===== src/hdl/cell_rect_placement_table_defines.svh =====
// Assertion macros shared by the placement table RTL.
// No dependencies; the including module must provide clk and rst_n.
`ifndef CELL_RECT_PLACEMENT_TABLE_DEFINES_SVH
`define CELL_RECT_PLACEMENT_TABLE_DEFINES_SVH

// The consequent must hold in the same cycle as the antecedent.
`define CRPT_ASSERT_SAME(label, ante, cons, msg) \
  label: assert property (@(posedge clk) disable iff (!rst_n) (ante) |-> (cons)) \
    else $error(msg);

// The consequent must hold in the cycle after the antecedent.
`define CRPT_ASSERT_NEXT(label, ante, cons, msg) \
  label: assert property (@(posedge clk) disable iff (!rst_n) (ante) |=> (cons)) \
    else $error(msg);

`endif


===== src/hdl/crpt_pkg.sv =====
// Package for the cell rectangle placement table: sizes, codes and word types.
// No dependencies; every RTL module uses it by scoped names.
package crpt_pkg;

  localparam int SLOTS   = 64;
  localparam int ID_W    = 16;
  localparam int COORD_W = 12;
  localparam int ROW_W   = 16;
  localparam int OCC_W   = 7;
  localparam int SLOT_AW = (SLOTS > 1) ? $clog2(SLOTS) : 1;
  localparam int CNT_W   = $clog2(SLOTS + 1);

  typedef enum logic [2:0] {
    KIND_PLACE  = 3'd0,
    KIND_LOOKUP = 3'd1,
    KIND_SCROLL = 3'd2,
    KIND_REMOVE = 3'd3,
    KIND_CLEAR  = 3'd4
  } kind_t;

  typedef enum logic [1:0] {
    STAT_OK       = 2'd0,
    STAT_BAD_SIZE = 2'd1,
    STAT_FULL     = 2'd2,
    STAT_MISS     = 2'd3
  } status_t;

  typedef struct packed {
    logic [2:0]              kind;
    logic [ID_W-1:0]         img_id;
    logic signed [ROW_W-1:0] row;
    logic [COORD_W-1:0]      col;
    logic [COORD_W-1:0]      width;
    logic [COORD_W-1:0]      height;
    logic signed [ROW_W-1:0] scroll_lines;
  } in_word_t;

  typedef struct packed {
    logic [1:0]       status;
    logic             hit;
    logic [ID_W-1:0]  hit_id;
    logic [OCC_W-1:0] occupied;
  } out_word_t;

  typedef struct packed {
    logic [ID_W-1:0]         ident;
    logic signed [ROW_W-1:0] top;
    logic [COORD_W-1:0]      left;
    logic [COORD_W-1:0]      span_cols;
    logic [COORD_W-1:0]      span_rows;
  } slot_ent_t;

  typedef struct packed {
    logic                    id_match;
    logic                    covers;
    logic                    drops;
    logic signed [ROW_W-1:0] new_top;
  } eval_res_t;

  typedef struct packed {
    logic               rd_en;
    logic [SLOT_AW-1:0] rd_addr;
    logic               wr_en;
    logic [SLOT_AW-1:0] wr_addr;
    slot_ent_t          wr_ent;
    logic               vld_set;
    logic               vld_clr;
    logic [SLOT_AW-1:0] clr_addr;
    logic               clr_all;
    logic [SLOT_AW-1:0] chk_addr;
  } store_ctl_t;

endpackage


===== src/hdl/crpt_slot_store.sv =====
// Slot storage: field memory with registered read, valid bits and occupancy count.
// Depends on crpt_pkg.
module crpt_slot_store (
  input  logic                         clk,
  input  logic                         rst_n,
  input  crpt_pkg::store_ctl_t         ctl,
  output crpt_pkg::slot_ent_t          rd_ent,
  output logic                         chk_valid,
  output logic [crpt_pkg::CNT_W-1:0]   occ
);

  crpt_pkg::slot_ent_t mem_r [crpt_pkg::SLOTS];
  crpt_pkg::slot_ent_t rd_ent_r;

  logic [crpt_pkg::SLOTS-1:0] vld_r;
  logic [crpt_pkg::SLOTS-1:0] vld_nxt;
  logic [crpt_pkg::CNT_W-1:0] occ_r;
  logic [crpt_pkg::CNT_W-1:0] occ_nxt;

  always_ff @(posedge clk) begin
    if (ctl.wr_en) begin
      mem_r[ctl.wr_addr] <= ctl.wr_ent;
    end
    if (ctl.rd_en) begin
      rd_ent_r <= mem_r[ctl.rd_addr];
    end
  end

  always_comb begin
    vld_nxt = vld_r;
    occ_nxt = occ_r;
    if (ctl.clr_all) begin
      vld_nxt = '0;
      occ_nxt = '0;
    end else begin
      if (ctl.vld_set && !vld_r[ctl.wr_addr]) begin
        vld_nxt[ctl.wr_addr] = 1'b1;
        occ_nxt = occ_nxt + crpt_pkg::CNT_W'(1);
      end
      if (ctl.vld_clr && vld_r[ctl.clr_addr]) begin
        vld_nxt[ctl.clr_addr] = 1'b0;
        if (occ_r != '0) begin
          occ_nxt = occ_nxt - crpt_pkg::CNT_W'(1);
        end
      end
    end
  end

  always_ff @(posedge clk) begin
    if (!rst_n) begin
      vld_r <= '0;
      occ_r <= '0;
    end else begin
      vld_r <= vld_nxt;
      occ_r <= occ_nxt;
    end
  end

  assign rd_ent    = rd_ent_r;
  assign chk_valid = vld_r[ctl.chk_addr];
  assign occ       = occ_r;

endmodule


===== config.mk =====
export PLATFORM = sky130hd
export DESIGN_NAME = crpt_slot_store
export DESIGN_NICKNAME = d
export VERILOG_FILES = /design/src/hdl/cell_rect_placement_table_defines.svh /design/src/hdl/crpt_pkg.sv /design/src/hdl/crpt_slot_store.sv
export SDC_FILE = /design/constraint.sdc
export NUM_CORES = 2
export LEC_CHECK = 0
export BUFFER_PORTS_ARGS = -buffer_cell sky130_fd_sc_hd__buf_2
export CAP_MARGIN = 20
export CORE_ASPECT_RATIO = 0.7
export CORE_MARGIN = 4
export CORE_UTILIZATION = 45
export CTS_CLUSTER_DIAMETER = 40
export DETAILED_ROUTE_END_ITERATION = 10
export GPL_TIMING_DRIVEN = 0
export PLACE_DENSITY = 0.67
export SYNTH_ARGS = -nofsm -noshare
export SYNTH_HDL_FRONTEND = slang
export SYNTH_MEMORY_MAX_BITS = 65536
export SYNTH_SLANG_ARGS = --single-unit

===== constraint.sdc =====
create_clock -name clk -period 6.8 [get_ports clk]
set_clock_uncertainty 0.15 [all_clocks]
set_input_delay 2.04 -clock clk [delete_from_list [all_inputs] [get_ports clk]]
set_output_delay 2.04 -clock clk [all_outputs]
set_load 0.01 [all_outputs]

==> out/qor.yml <==
timing:
  hold_viol: 0
  rsz0062_at_grt: "no"
  setup_slack_ns: 0.2484
  worst_slew_pin_slew_ns: 1.248
  finalSetupViolCount: 0
  final.setup.tns_ns: 0
  slew_violations: 0
  slew_headroom_pct: 16.47
  hold_slack_ns: 0.3967
  period_needed_ns: 6.552
  fmax_ghz: 0.1526
  fin_crit_sh_pct: 96.35
setup_path:
  critical_path_class: "in -> out"
  r2r_end: "vld_r[18]"
  crit_start: "ctl[1]"
  ff2ff_path_depth: 9
  start_kind: "input port"
  worstPathMaxFanout: 10
  rrSetupSlack_ns: 3.03
  endpoint: "chk_valid"
  cp.required_ns: 4.61
  cp-end-kind: "output pin"
  arrival_ns: 4.36
  worst_r2r_startpoint: "vld_r[30]"
die:
  row_count: 189
  die_height_um: 524.3
  coreArea_sq_um: 379100
  die-area_sq_um: 390900
  die_w_um: 745.6
  num_io_pins: 175
  initial_core_util_pct: 45.21
synth:
  synth_edf_count: 4420
  ys_seq_elements: 4491
  synth_cells: 6779
  avgSynthCellArea_sq_um: 25.28
  yosysSeqAreaShare_pct: 78.28
  synth.distinct_cells: 65
  synth_area_sq_um: 171400
  ys_warn_count: 0
  synth_ff_type: "edfxtp_1"
  async_flop_share_pct: 0
  synth_nets: 6881
grt:
  grt_usage_pct: 23.08
  grt_pass1_vias: 81530
  grt_max_degree: 65
  antenna_found_initial: 45
  overflow: 0
  grt_pass1_wl_um: 638700
clock_network:
  clkTransAtPathRegs_ns: 0.06
  cts_buffers: 449
  htreeDepth: 5
  clock_sinks: 4491
  clock_tree.root_cell: "clkbuf_16"
  cts_setup_buffers: 0
  cts_tree: "built"
  clk-insertion-delay-late_ns: 0.97
  postCtsHoldBufs: 0
  cts.path.max_buffers: 4
route:
  wl_met2_um: 196400
  drtPass1Iterations: 8
  top_layer_used: "met5"
  wl_per_cell_um: 34.48
  vias: 83130
  route.met3.wl_um: 61990
  wl_um: 455200
  avgViaCountPerCell: 6.298
  ant_nets: 0
  drtIter0Drc: 13340
  met1_length_um: 186500
  route.detailed.drc: 0
power_and_ir_drop:
  power_density_nw_per_um2: 294.9
  vdd_drop_max_mv: 0.2346
  power_leakage_nw: 61.91
  power_frac_comb_pct: 5.3
  intPower_mw: 46.43
  swShare_pct: 21.53
  power_frac_clock_pct: 42.8
  switchingPower_mw: 12.74
  seqPwrFrac_pct: 51.9
status:
  status: "completed"
final_layout:
  area_delta_synth_final_pct: 17.06
  postLayoutCoreUtil_pct: 52.92
  nets: 7824
  drive_gt1_share_pct: 34.87
  final_area_sq_um: 200600
placement:
  place_area_sq_um: 184000
  dpl.hpwl_um: 302500
  port_buffers: 161
  post-place-ws_ns: -0.5187
  place_congestion: 0.8652
hold_path:
  hp-start: "vld_r[55]"
  hp-class: "reg -> reg"
  whs_path_depth: 2
job:
  cap_violations: 0
registers in the layout, summed over array words and instances, names as in the netlist:
| name | cells |
|---|---|
| rd_ent | 68 |
| mem_r | 4352 |
| occ | 7 |
| vld_r | 64 |
timing repair:
action	CTS	global route
cloned	0	0
endpoints found under the setup margin	1	1
gates resized for setup	5	4
hold endpoints to repair	0	0
routing by layer:
| metal | GRT usage, % | vias up |
|---|---|---|
| li1 | - | 31840 |
| met1 | 35.49 | 44890 |
| met2 | 32.59 | 5736 |
| met3 | 7.102 | 662 |
| met4 | 5.184 | 8 |
| met5 | 0 | - |
metrics by stage:
step,std cells,power (mW)
floorplan,6779,32.84
global placement,12000,34.15
detailed placement,12250,34.31
CTS,13080,59.40
global route,13180,60.94
finish,13200,59.17
Yosys cell counts (3+ instances only):
cell       number  area share, %
a2bb2oi_1       3          0.015
buf_1          78           0.17
a21oi_1        73           0.21
a31oi_1         5          0.018
nor3_2          5          0.029
ha_1            3          0.022
and2_1          3          0.011
nor2b_1         8          0.029
mux2_2         11          0.072
mux2i_1        24           0.14
nand3_1        10          0.029
buf_2          53           0.15
o21ai_0         5          0.015
edfxtp_1     4420             77
a211oi_1       74           0.32
and3b_1         7          0.036
clkbuf_1      229           0.50
o211ai_1        3          0.013
a221oi_1        5          0.026
inv_1          13          0.028
dfxtp_1        71           0.83
nor4_1          4          0.015
nand4_1         4          0.015
mux4_2       1457             19
nand2b_1        8          0.029
nor2_1         97           0.21
nor3_1          7          0.020
or2_2           3          0.011
and3_1          6          0.022
nand2_1        29          0.064
nand3b_1        4          0.018
or3_1           5          0.018
o22ai_1         4          0.015
a22oi_1         3          0.013
worst min-delay path by stage:
| stage | slack [ns] | to |
|---|---|---|
| 5_1_grt | 0.43 | vld_r[24] |
| 3_3_place_gp | 0.39 | vld_r[44] |
| 4_1_cts | 0.39 | vld_r[55] |
| 6_report | 0.40 | vld_r[55] |
| 3_5_place_dp | 0.38 | vld_r[55] |
| 2_1_floorplan | 0.35 | vld_r[55] |
worst max-delay path, cell delays in order:
cell and delay, ns:
buf_1 0.37, clkbuf_2 0.43, mux4_2 0.37, mux4_2 0.53
mux4_2 0.47, buf_2 0.15
power groups by stage:
stage / combinational (mW) / sequential (mW) / clock (mW)
CTS: 3.02 / 30.7 / 25.7
finish: 3.12 / 30.7 / 25.4
global route: 3.28 / 30.7 / 27.0
floorplan: 1.53 / 31.3 / 0
detailed placement: 3.01 / 31.3 / 0
global placement: 2.83 / 31.3 / 0
final cells by class:
cell class	instances	area (sq um)
Clock inverter	319	3532
Multi-Input combinational cell	1910	36210
Inverter	14	52.55
Tap cell	5061	6332
Antenna cell	32	80.08
Buffer	364	1501
Timing Repair Buffer	492	7139
Clock buffer	517	11620
Sequential cell	4491	134100
Fill cell	27760	178500
kinds of logic (layout without fill, tap and decap cells):
group | after synthesis | in the layout | synth area share, %
AO/OA/AOI/OAI | 195 | 195 | 0.7753
flip-flops | 4491 | 4491 | 78.28
AND/OR/NAND/NOR | 215 | 215 | 0.6593
other | 0 | 32 | 0
XOR/XNOR | 3 | 3 | 0.01533
adder cells (fa/ha/maj) | 3 | 3 | 0.02190
multiplexers | 1494 | 1494 | 19.37
buffers and inverters | 378 | 1706 | 0.8797
placed cells by master, fill, tap and decap left out, types with 13 or more instances in the layout:
master,Yosys,routed
edfxtp_1,4420,4420
dfxtp_1,71,71
a21oi_1,73,73
buf_8,0,67
inv_8,0,13
buf_16,0,23
nand2_1,29,29
buf_12,0,227
diode_2,0,32
bufinv_16,0,56
buf_6,2,14
inv_1,13,13
clkbuf_2,0,27
clkinv_2,0,69
a211oi_1,74,74
buf_1,78,76
buf_2,53,215
clkinv_1,0,81
clkbuf_1,229,262
nor2_1,97,33
clkinv_8,0,14
clkbuf_16,0,455
inv_6,0,26
mux4_2,1457,1457
mux2i_1,24,24
nor2_4,0,64
clkinvlp_4,0,33
clkinv_4,0,19
No activity file was read; power rests on OpenSTA's default activity.
