--- src/hdl/cell_rect_placement_table_defines.svh ---
// Assertion macros shared by the placement table RTL.
// No dependencies; the including module must provide clk and rst_n.
`ifndef CELL_RECT_PLACEMENT_TABLE_DEFINES_SVH
`define CELL_RECT_PLACEMENT_TABLE_DEFINES_SVH

// The consequent must hold in the same cycle as the antecedent.
`define CRPT_ASSERT_SAME(label, ante, cons, msg) \
  label: assert property (@(posedge clk) disable iff (!rst_n) (ante) |-> (cons)) \
    else $error(msg);

// The consequent must hold in the cycle after the antecedent.
`define CRPT_ASSERT_NEXT(label, ante, cons, msg) \
  label: assert property (@(posedge clk) disable iff (!rst_n) (ante) |=> (cons)) \
    else $error(msg);

`endif

--- src/hdl/crpt_pkg.sv ---
// Package for the cell rectangle placement table: sizes, codes and word types.
// No dependencies; every RTL module uses it by scoped names.
package crpt_pkg;

  localparam int SLOTS   = 64;
  localparam int ID_W    = 16;
  localparam int COORD_W = 12;
  localparam int ROW_W   = 16;
  localparam int OCC_W   = 7;
  localparam int SLOT_AW = (SLOTS > 1) ? $clog2(SLOTS) : 1;
  localparam int CNT_W   = $clog2(SLOTS + 1);

  typedef enum logic [2:0] {
    KIND_PLACE  = 3'd0,
    KIND_LOOKUP = 3'd1,
    KIND_SCROLL = 3'd2,
    KIND_REMOVE = 3'd3,
    KIND_CLEAR  = 3'd4
  } kind_t;

  typedef enum logic [1:0] {
    STAT_OK       = 2'd0,
    STAT_BAD_SIZE = 2'd1,
    STAT_FULL     = 2'd2,
    STAT_MISS     = 2'd3
  } status_t;

  typedef struct packed {
    logic [2:0]              kind;
    logic [ID_W-1:0]         img_id;
    logic signed [ROW_W-1:0] row;
    logic [COORD_W-1:0]      col;
    logic [COORD_W-1:0]      width;
    logic [COORD_W-1:0]      height;
    logic signed [ROW_W-1:0] scroll_lines;
  } in_word_t;

  typedef struct packed {
    logic [1:0]       status;
    logic             hit;
    logic [ID_W-1:0]  hit_id;
    logic [OCC_W-1:0] occupied;
  } out_word_t;

  typedef struct packed {
    logic [ID_W-1:0]         ident;
    logic signed [ROW_W-1:0] top;
    logic [COORD_W-1:0]      left;
    logic [COORD_W-1:0]      span_cols;
    logic [COORD_W-1:0]      span_rows;
  } slot_ent_t;

  typedef struct packed {
    logic                    id_match;
    logic                    covers;
    logic                    drops;
    logic signed [ROW_W-1:0] new_top;
  } eval_res_t;

  typedef struct packed {
    logic               rd_en;
    logic [SLOT_AW-1:0] rd_addr;
    logic               wr_en;
    logic [SLOT_AW-1:0] wr_addr;
    slot_ent_t          wr_ent;
    logic               vld_set;
    logic               vld_clr;
    logic [SLOT_AW-1:0] clr_addr;
    logic               clr_all;
    logic [SLOT_AW-1:0] chk_addr;
  } store_ctl_t;

endpackage

--- src/hdl/crpt_slot_eval.sv ---
// Shared per-slot unit: id compare, cell cover test and saturating scroll.
// Depends on crpt_pkg.
module crpt_slot_eval (
  input  crpt_pkg::slot_ent_t ent,
  input  crpt_pkg::in_word_t  cmd,
  output crpt_pkg::eval_res_t res
);

  localparam int PAD_W = crpt_pkg::ROW_W + 1 - crpt_pkg::COORD_W;

  logic signed [crpt_pkg::ROW_W:0] row_x;
  logic signed [crpt_pkg::ROW_W:0] top_x;
  logic signed [crpt_pkg::ROW_W:0] lines_x;
  logic signed [crpt_pkg::ROW_W:0] span_x;
  logic signed [crpt_pkg::ROW_W:0] top_end;
  logic signed [crpt_pkg::ROW_W:0] diff;
  logic signed [crpt_pkg::ROW_W:0] end_x;
  logic [crpt_pkg::COORD_W:0]      col_end;
  logic signed [crpt_pkg::ROW_W-1:0] sat_top;
  logic row_ok;
  logic col_ok;

  always_comb begin
    row_x   = {cmd.row[crpt_pkg::ROW_W-1], cmd.row};
    top_x   = {ent.top[crpt_pkg::ROW_W-1], ent.top};
    lines_x = {cmd.scroll_lines[crpt_pkg::ROW_W-1], cmd.scroll_lines};
    span_x  = {{PAD_W{1'b0}}, ent.span_rows};

    // Cover test, computed one bit wider so the ends never wrap.
    top_end = top_x + span_x;
    row_ok  = (row_x >= top_x) && (row_x < top_end);
    col_end = {1'b0, ent.left} + {1'b0, ent.span_cols};
    col_ok  = (cmd.col >= ent.left) && ({1'b0, cmd.col} < col_end);

    // New top after a scroll, clamped to the signed row range.
    diff = top_x - lines_x;
    if (diff[crpt_pkg::ROW_W] != diff[crpt_pkg::ROW_W-1]) begin
      sat_top = diff[crpt_pkg::ROW_W] ? {1'b1, {(crpt_pkg::ROW_W-1){1'b0}}}
                                      : {1'b0, {(crpt_pkg::ROW_W-1){1'b1}}};
    end else begin
      sat_top = diff[crpt_pkg::ROW_W-1:0];
    end
    end_x = {sat_top[crpt_pkg::ROW_W-1], sat_top} + span_x;

    res.id_match = (ent.ident == cmd.img_id);
    res.covers   = row_ok && col_ok;
    res.new_top  = sat_top;
    res.drops    = end_x[crpt_pkg::ROW_W] || (end_x == '0);
  end

endmodule

--- config.mk ---
export PLATFORM = sky130hd
export DESIGN_NAME = crpt_slot_eval
export DESIGN_NICKNAME = d
export VERILOG_FILES = /design/src/hdl/cell_rect_placement_table_defines.svh /design/src/hdl/crpt_pkg.sv /design/src/hdl/crpt_slot_eval.sv
export SDC_FILE = /design/constraint.sdc
export NUM_CORES = 1
export LEC_CHECK = 0
export ABC_AREA = 1
export CORE_MARGIN = 3
export CORE_UTILIZATION = 35
export DETAILED_ROUTE_END_ITERATION = 7
export DONT_BUFFER_PORTS = 1
export MAX_ROUTING_LAYER = met4
export PLACE_DENSITY = 0.58
export SETUP_SLACK_MARGIN = 0.05
export SYNTH_ARGS = -nofsm -noshare
export SYNTH_HDL_FRONTEND = slang
export SYNTH_SLANG_ARGS = --single-unit
--- constraint.sdc ---
create_clock -name vclk -period 8
set_input_delay 1.6 -clock vclk [all_inputs]
set_output_delay 1.6 -clock vclk [all_outputs]
set_load 0.02 [all_outputs]
==> flow_summary.json, run 1 <==
{
  "outcome": "complete, no violations",
  "critPathTopFamily": "simple AND/OR/NAND/NOR gates",
  "hold-path-endpoint": "res[18]",
  "synth.top_cell.area_share_pct": 29.99,
  "nFillCells": 1439,
  "drt_iter0_drc": 123,
  "yosysSeqAreaShare_pct": 0,
  "critical_path_class": "in -> out",
  "start_util_pct": 36.60,
  "regArea_um2": 0,
  "synth_area_leaders": "ha_1, nand2_1, inv_1",
  "io_buffer_count": 0,
  "tns_ns": 0,
  "internal-power_uw": 226.2,
  "first_global_vias": 4571,
  "drive_above_1_share_pct": 3.831,
  "hold_buffers": 0,
  "nClkBuffers": 0,
  "numSequentialCells": 0,
  "rsz0062_at_grt": "false",
  "drv_slew": 0,
  "viasPerCell": 4.848,
  "p_leak_nw": 2.726,
  "syn_to_final_growth_pct": 4.999,
  "min-delay-start": "ent[66]",
  "slowest_stage": "fa_1",
  "path_depth": 28,
  "cp-startpoint": "ent[36]",
  "vias": 4484,
  "post_drt_wl_per_cell_um": 12.91,
  "drc": 0,
  "p_seq_share_pct": 0,
  "rows": 40,
  "yosysWarnings": 0,
  "hpwlAfterDp_um": 11070,
  "die_h_um": 119.5,
  "syn_area_mm2": 0.004506,
  "ir_drop_v": 0.0001308,
  "grt_pass1_wl_um": 20010,
  "gr-total-overflow": 0,
  "cp.buffers_inverters": 5,
  "grt_antenna_before_repair": 0,
  "nNetsFinal": 1026,
  "drtAntennaViolNets": 0,
  "critical_path_arrival_ns": 5.75,
  "worst_pin_slew_ns": 0.9527,
  "place_inst": 925,
  "synth_nets": 1024,
  "n_antenna_cell": 0,
  "die_area_mm2": 0.01427,
  "fmax_mhz": 136.1,
  "holdPathStages": 3,
  "syn_area_per_cell_um2": 5.952,
  "switching_share_pct": 63.45,
  "combPwrFrac_pct": 100.0,
  "grt_max_degree": 19,
  "syn-instance-count": 757,
  "p_per_area_mw_per_mm2": 130.8,
  "gp_congestion": 0.9116,
  "critPathCaptureType": "primary output",
  "synth_area_leader_cell": "ha_1",
  "power.share.clock_pct": 0,
  "required_ns": 6.40,
  "grt_usage_pct": 16.87,
  "firstDrtPassIters": 4,
  "cpPeakStageDelay_ns": 0.42,
  "fin_crit_sh_pct": 91.86,
  "slew_headroom_pct": 35.90,
  "final_cells": 925,
  "hold_viol": 0,
  "crit_fanout": 18,
  "startpoint_type": "input pin",
  "wl_um": 11940,
  "post-route-min-period_ns": 7.349,
  "holdCritPathClass": "in -> out",
  "synth_cell_type_count": 41,
  "post-cts-setup-buffers": 0,
  "core_mm2": 0.01231,
  "p_switching_uw": 392.8,
  "setup_violations": 0,
  "ios": 174,
  "drv_cap": 0,
  "chipWidth_um": 119.5
}
power groups by stage:
stage	sequential [mW]	clock, mW	combinational [mW]
after floorplan	0	0	0.513
after global placement	0	0	0.616
after detailed placement	0	0	0.618
after CTS	0	0	0.622
after global routing	0	0	0.727
final	0	0	0.619
cell usage in the layout, fill, tap and decap left out, types with 2 or more instances in the layout:
| master | count |
|---|---|
| nor3_1 | 10 |
| nand2_1 | 179 |
| a21o_1 | 4 |
| nor2_4 | 2 |
| nand3_1 | 42 |
| a221oi_1 | 2 |
| xnor2_1 | 25 |
| o21a_1 | 4 |
| fa_1 | 4 |
| o21bai_1 | 2 |
| nand4_1 | 15 |
| inv_1 | 142 |
| o211ai_1 | 2 |
| xor2_1 | 23 |
| nor2_1 | 55 |
| o21ai_0 | 22 |
| o21ai_2 | 2 |
| inv_2 | 6 |
| nor2_2 | 2 |
| ha_1 | 108 |
| nand2_2 | 8 |
| buf_4 | 2 |
| o21ai_1 | 6 |
| nand3b_1 | 5 |
| a21oi_1 | 70 |
cells in the mapped netlist, types with 2 or more instances:
cell type	count
inv_1	142
a21oi_1	70
o21ai_1	5
nand3_1	42
nand3b_1	5
a221oi_1	2
nor3_1	10
nand2_1	179
o21a_1	4
xor2_1	23
nor2_1	55
o21bai_1	2
o21ai_0	24
o211ai_1	2
xnor2_1	25
nor2_2	3
a21o_1	4
fa_1	4
nand2_2	8
nand4_1	15
inv_2	6
ha_1	108
layer usage:
metal	part of all wire (%)	vias up	global-route usage, %
li1	-	2473	-
met1	44	1914	19.47
met2	49	95	31.50
met3	7.8	2	3.894
met4	0.18	0	0.2863
met5	0	-	-
cells by family (layout without fill, tap and decap cells):
family	count (synthesis)	in the layout	share of synthesized area [%]
buffers and inverters	150	150	12.52
XOR/XNOR	48	48	9.331
AO/OA/AOI/OAI	120	120	14.66
AND/OR/NAND/NOR	327	327	31.71
adder cells (fa/ha/maj)	112	112	31.77
cell type report:
type	instances	area, um2	area share (%)
multi-input cells	607	3950	83.50
inverters	148	555.5	11.74
well taps	168	210.2	4.443
repair buffers	2	15.01	0.3174
repair_timing:
item,CTS,global route
hold endpoints to repair,0,0
resized for setup,0,4
endpoints found under the setup margin,0,1
tightest hold or removal path, stage by stage:
cell     delay [ns]
xnor2_1        0.04
nand4_1        0.06
nor4_1         0.12
worst max path at each step:
stage                    to  slack, ns
floorplan           res[16]       0.90
global placement    res[16]       0.56
detailed placement  res[16]       0.53
CTS                 res[16]       0.53
finish              res[16]       0.65
global route        res[16]       0.07
stage by stage:
| step | total power, mW | instance area (um2) | hold slack (ns) | setup slack [ns] | util, % |
|---|---|---|---|---|---|
| final | 0.6190 | 4731 | 3.413 | 0.6512 | 38.42 |
| after global routing | 0.7271 | 4731 | 3.449 | 0.06753 | 38.42 |
| after CTS | 0.6216 | 4722 | 3.416 | 0.5284 | 38.35 |
| after global placement | 0.6155 | 4722 | 3.416 | 0.5554 | 38.35 |
| after floorplan | 0.5126 | 4506 | 3.391 | 0.8963 | - |
| after detailed placement | 0.6177 | 4722 | 3.415 | 0.5297 | 38.35 |
No activity file was read; power rests on OpenSTA's default activity.
==> run 2: changes to the inputs <==
--- a/config.mk
+++ b/config.mk
@@ -5,7 +5,6 @@
 export SDC_FILE = /design/constraint.sdc
 export NUM_CORES = 1
 export LEC_CHECK = 0
-export ABC_AREA = 1
 export CORE_MARGIN = 3
 export CORE_UTILIZATION = 35
 export DETAILED_ROUTE_END_ITERATION = 7
==> run 2 against run 1 <==
Global-route usage increased by 1.6 points; critical path type unchanged; first-iteration DRC count increased by 27%; clock-buffer cell count unchanged.
==> flow_summary.json, run 2 <==
{
  "critical_path_arrival_ns": 6.23,
  "synth.top_cell.area_share_pct": 32.37,
  "firstDrtPassIters": 4,
  "startpoint_type": "input pin",
  "grt_antenna_before_repair": 0,
  "final_cells": 774,
  "syn_area_mm2": 0.004174,
  "drc": 0,
  "synth_area_leaders": "ha_1, xnor2_1, inv_1",
  "met3_usage_pct": 3.263,
  "die_area_mm2": 0.01327,
  "dpl_worst_slack_ns": -0.2983,
  "grt_usage_pct": 18.52,
  "grt_pass1_wl_um": 19870,
  "syn_to_final_growth_pct": 20.44,
  "place_inst": 770,
  "synth_area_leader_cell": "ha_1",
  "syn-instance-count": 576,
  "post-route-min-period_ns": 7.831,
  "post_dp_cell_area_mm2": 0.004768,
  "ir_drop_v": 0.00004724,
  "outcome": "complete, no violations",
  "fmax_mhz": 127.7,
  "regArea_um2": 0,
  "crit_fanout": 5,
  "first_global_vias": 4564,
  "gp_congestion": 0.9034,
  "p_leak_nw": 2.435,
  "gr-total-overflow": 0,
  "gr-usage-met1_pct": 19.39,
  "vias": 4336,
  "final_util_pct": 43.65,
  "hold_slack_ns": 3.410,
  "holdCritPathClass": "in -> out",
  "hpwlAfterDp_um": 11400,
  "drtAntennaViolNets": 0,
  "slew_headroom_pct": 41.33,
  "power_uw": 769.4,
  "n_antenna_cell": 0,
  "drive_above_1_share_pct": 15.69,
  "synth_cell_type_count": 51,
  "layout_commonest_cell": "ha_1",
  "finalInstanceArea_mm2": 0.005027,
  "chipWidth_um": 115.2,
  "yosysWarnings": 0,
  "holdPathStages": 3,
  "die_h_um": 115.2,
  "synthTopCellsByCount": "ha_1, inv_1, o21ai_0",
  "setup_violations": 0,
  "hold_buffers": 0,
  "synth.most_common_cell": "ha_1",
  "fin_crit_sh_pct": 97.89,
  "critPathCaptureType": "primary output",
  "core_mm2": 0.01152,
  "drv_cap": 0,
  "p_per_area_mw_per_mm2": 153.0,
  "nNetsFinal": 900,
  "numSequentialCells": 0,
  "syn_area_per_cell_um2": 7.247,
  "wl_um": 12530,
  "yosysSeqAreaShare_pct": 0,
  "rows": 39,
  "setup_slack_ns": 0.1687,
  "tns_ns": 0,
  "ios": 174,
  "viasPerCell": 5.602,
  "post_drt_wl_per_cell_um": 16.19,
  "grt_max_degree": 14,
  "grt-busiest-layer": "met2",
  "nClkBuffers": 0,
  "layout_common_cells": "ha_1, inv_1, buf_4, xnor2_1, o21ai_0",
  "critical_path_class": "in -> out",
  "start_util_pct": 36.25,
  "worst_pin_slew_ns": 0.8721,
  "required_ns": 6.40,
  "use_met2_pct": 36.65,
  "drv_slew": 0,
  "rsz0062_at_grt": "false",
  "synth_nets": 843,
  "hold_viol": 0,
  "drt_iter0_drc": 156,
  "io_buffer_count": 0
}
-- run 2: final cells by class --
class                      instances  area [um2]
multi-input combinational        497        4121
inverter                          76       287.8
timing repair buffer              58       439.2
tap                              143       178.9
fill                            1175        6489
-- run 2: layer usage --
| metal | up-vias | part of all wire [%] |
|---|---|---|
| met5 | - | 0 |
| met4 | 0 | 1.2 |
| met3 | 8 | 7.1 |
| met2 | 134 | 53 |
| met1 | 1965 | 39 |
| li1 | 2229 | - |
-- run 2: repair_timing --
item	4_1_cts	5_1_grt
setup endpoints to repair	1	1
setup buffers	3	2
pin swaps	11	21
cloned	0	0
resized for setup	18	30
-- run 2: final timing paths --
check                 startpoint      end  slack [ns]
worst min-delay path     ent[58]  res[18]        3.41
worst max-delay path      cmd[1]  res[16]        0.17
-- run 2: power breakdown --
group / switching (mW) / leakage, nW / internal, mW / total [mW]
Sequential: 0 / 0 / 0 / 0
Combinational: 0.411 / 2.44 / 0.358 / 0.769
Clock: 0 / 0 / 0 / 0
-- run 2: critical path, stage by stage --
cell and delay (ns):
inv_4 0.05, ha_4 0.19, nor2b_4 0.13, o31ai_4 0.26
a211oi_4 0.12, a21oi_2 0.14, o21ai_1 0.10, a31oi_2 0.29
xor2_2 0.20, ha_4 0.25, buf_6 0.14, a21oi_4 0.17
ha_4 0.15, inv_2 0.04, fa_2 0.53, inv_1 0.04
a2111o_1 0.39, a221oi_2 0.20, o2111ai_1 0.16, nor4_1 0.34
o2111a_1 0.31, o211ai_1 0.13, a31oi_2 0.15, buf_4 0.16
-- run 2: logic make-up after synthesis --
kind of cell | share of synthesized area (%)
AND/OR/NAND/NOR | 16.76
buffers and inverters | 7.134
multiplexers | 0.9892
AO/OA/AOI/OAI | 29.92
adder cells (fa/ha/maj) | 34.29
XOR/XNOR | 10.91
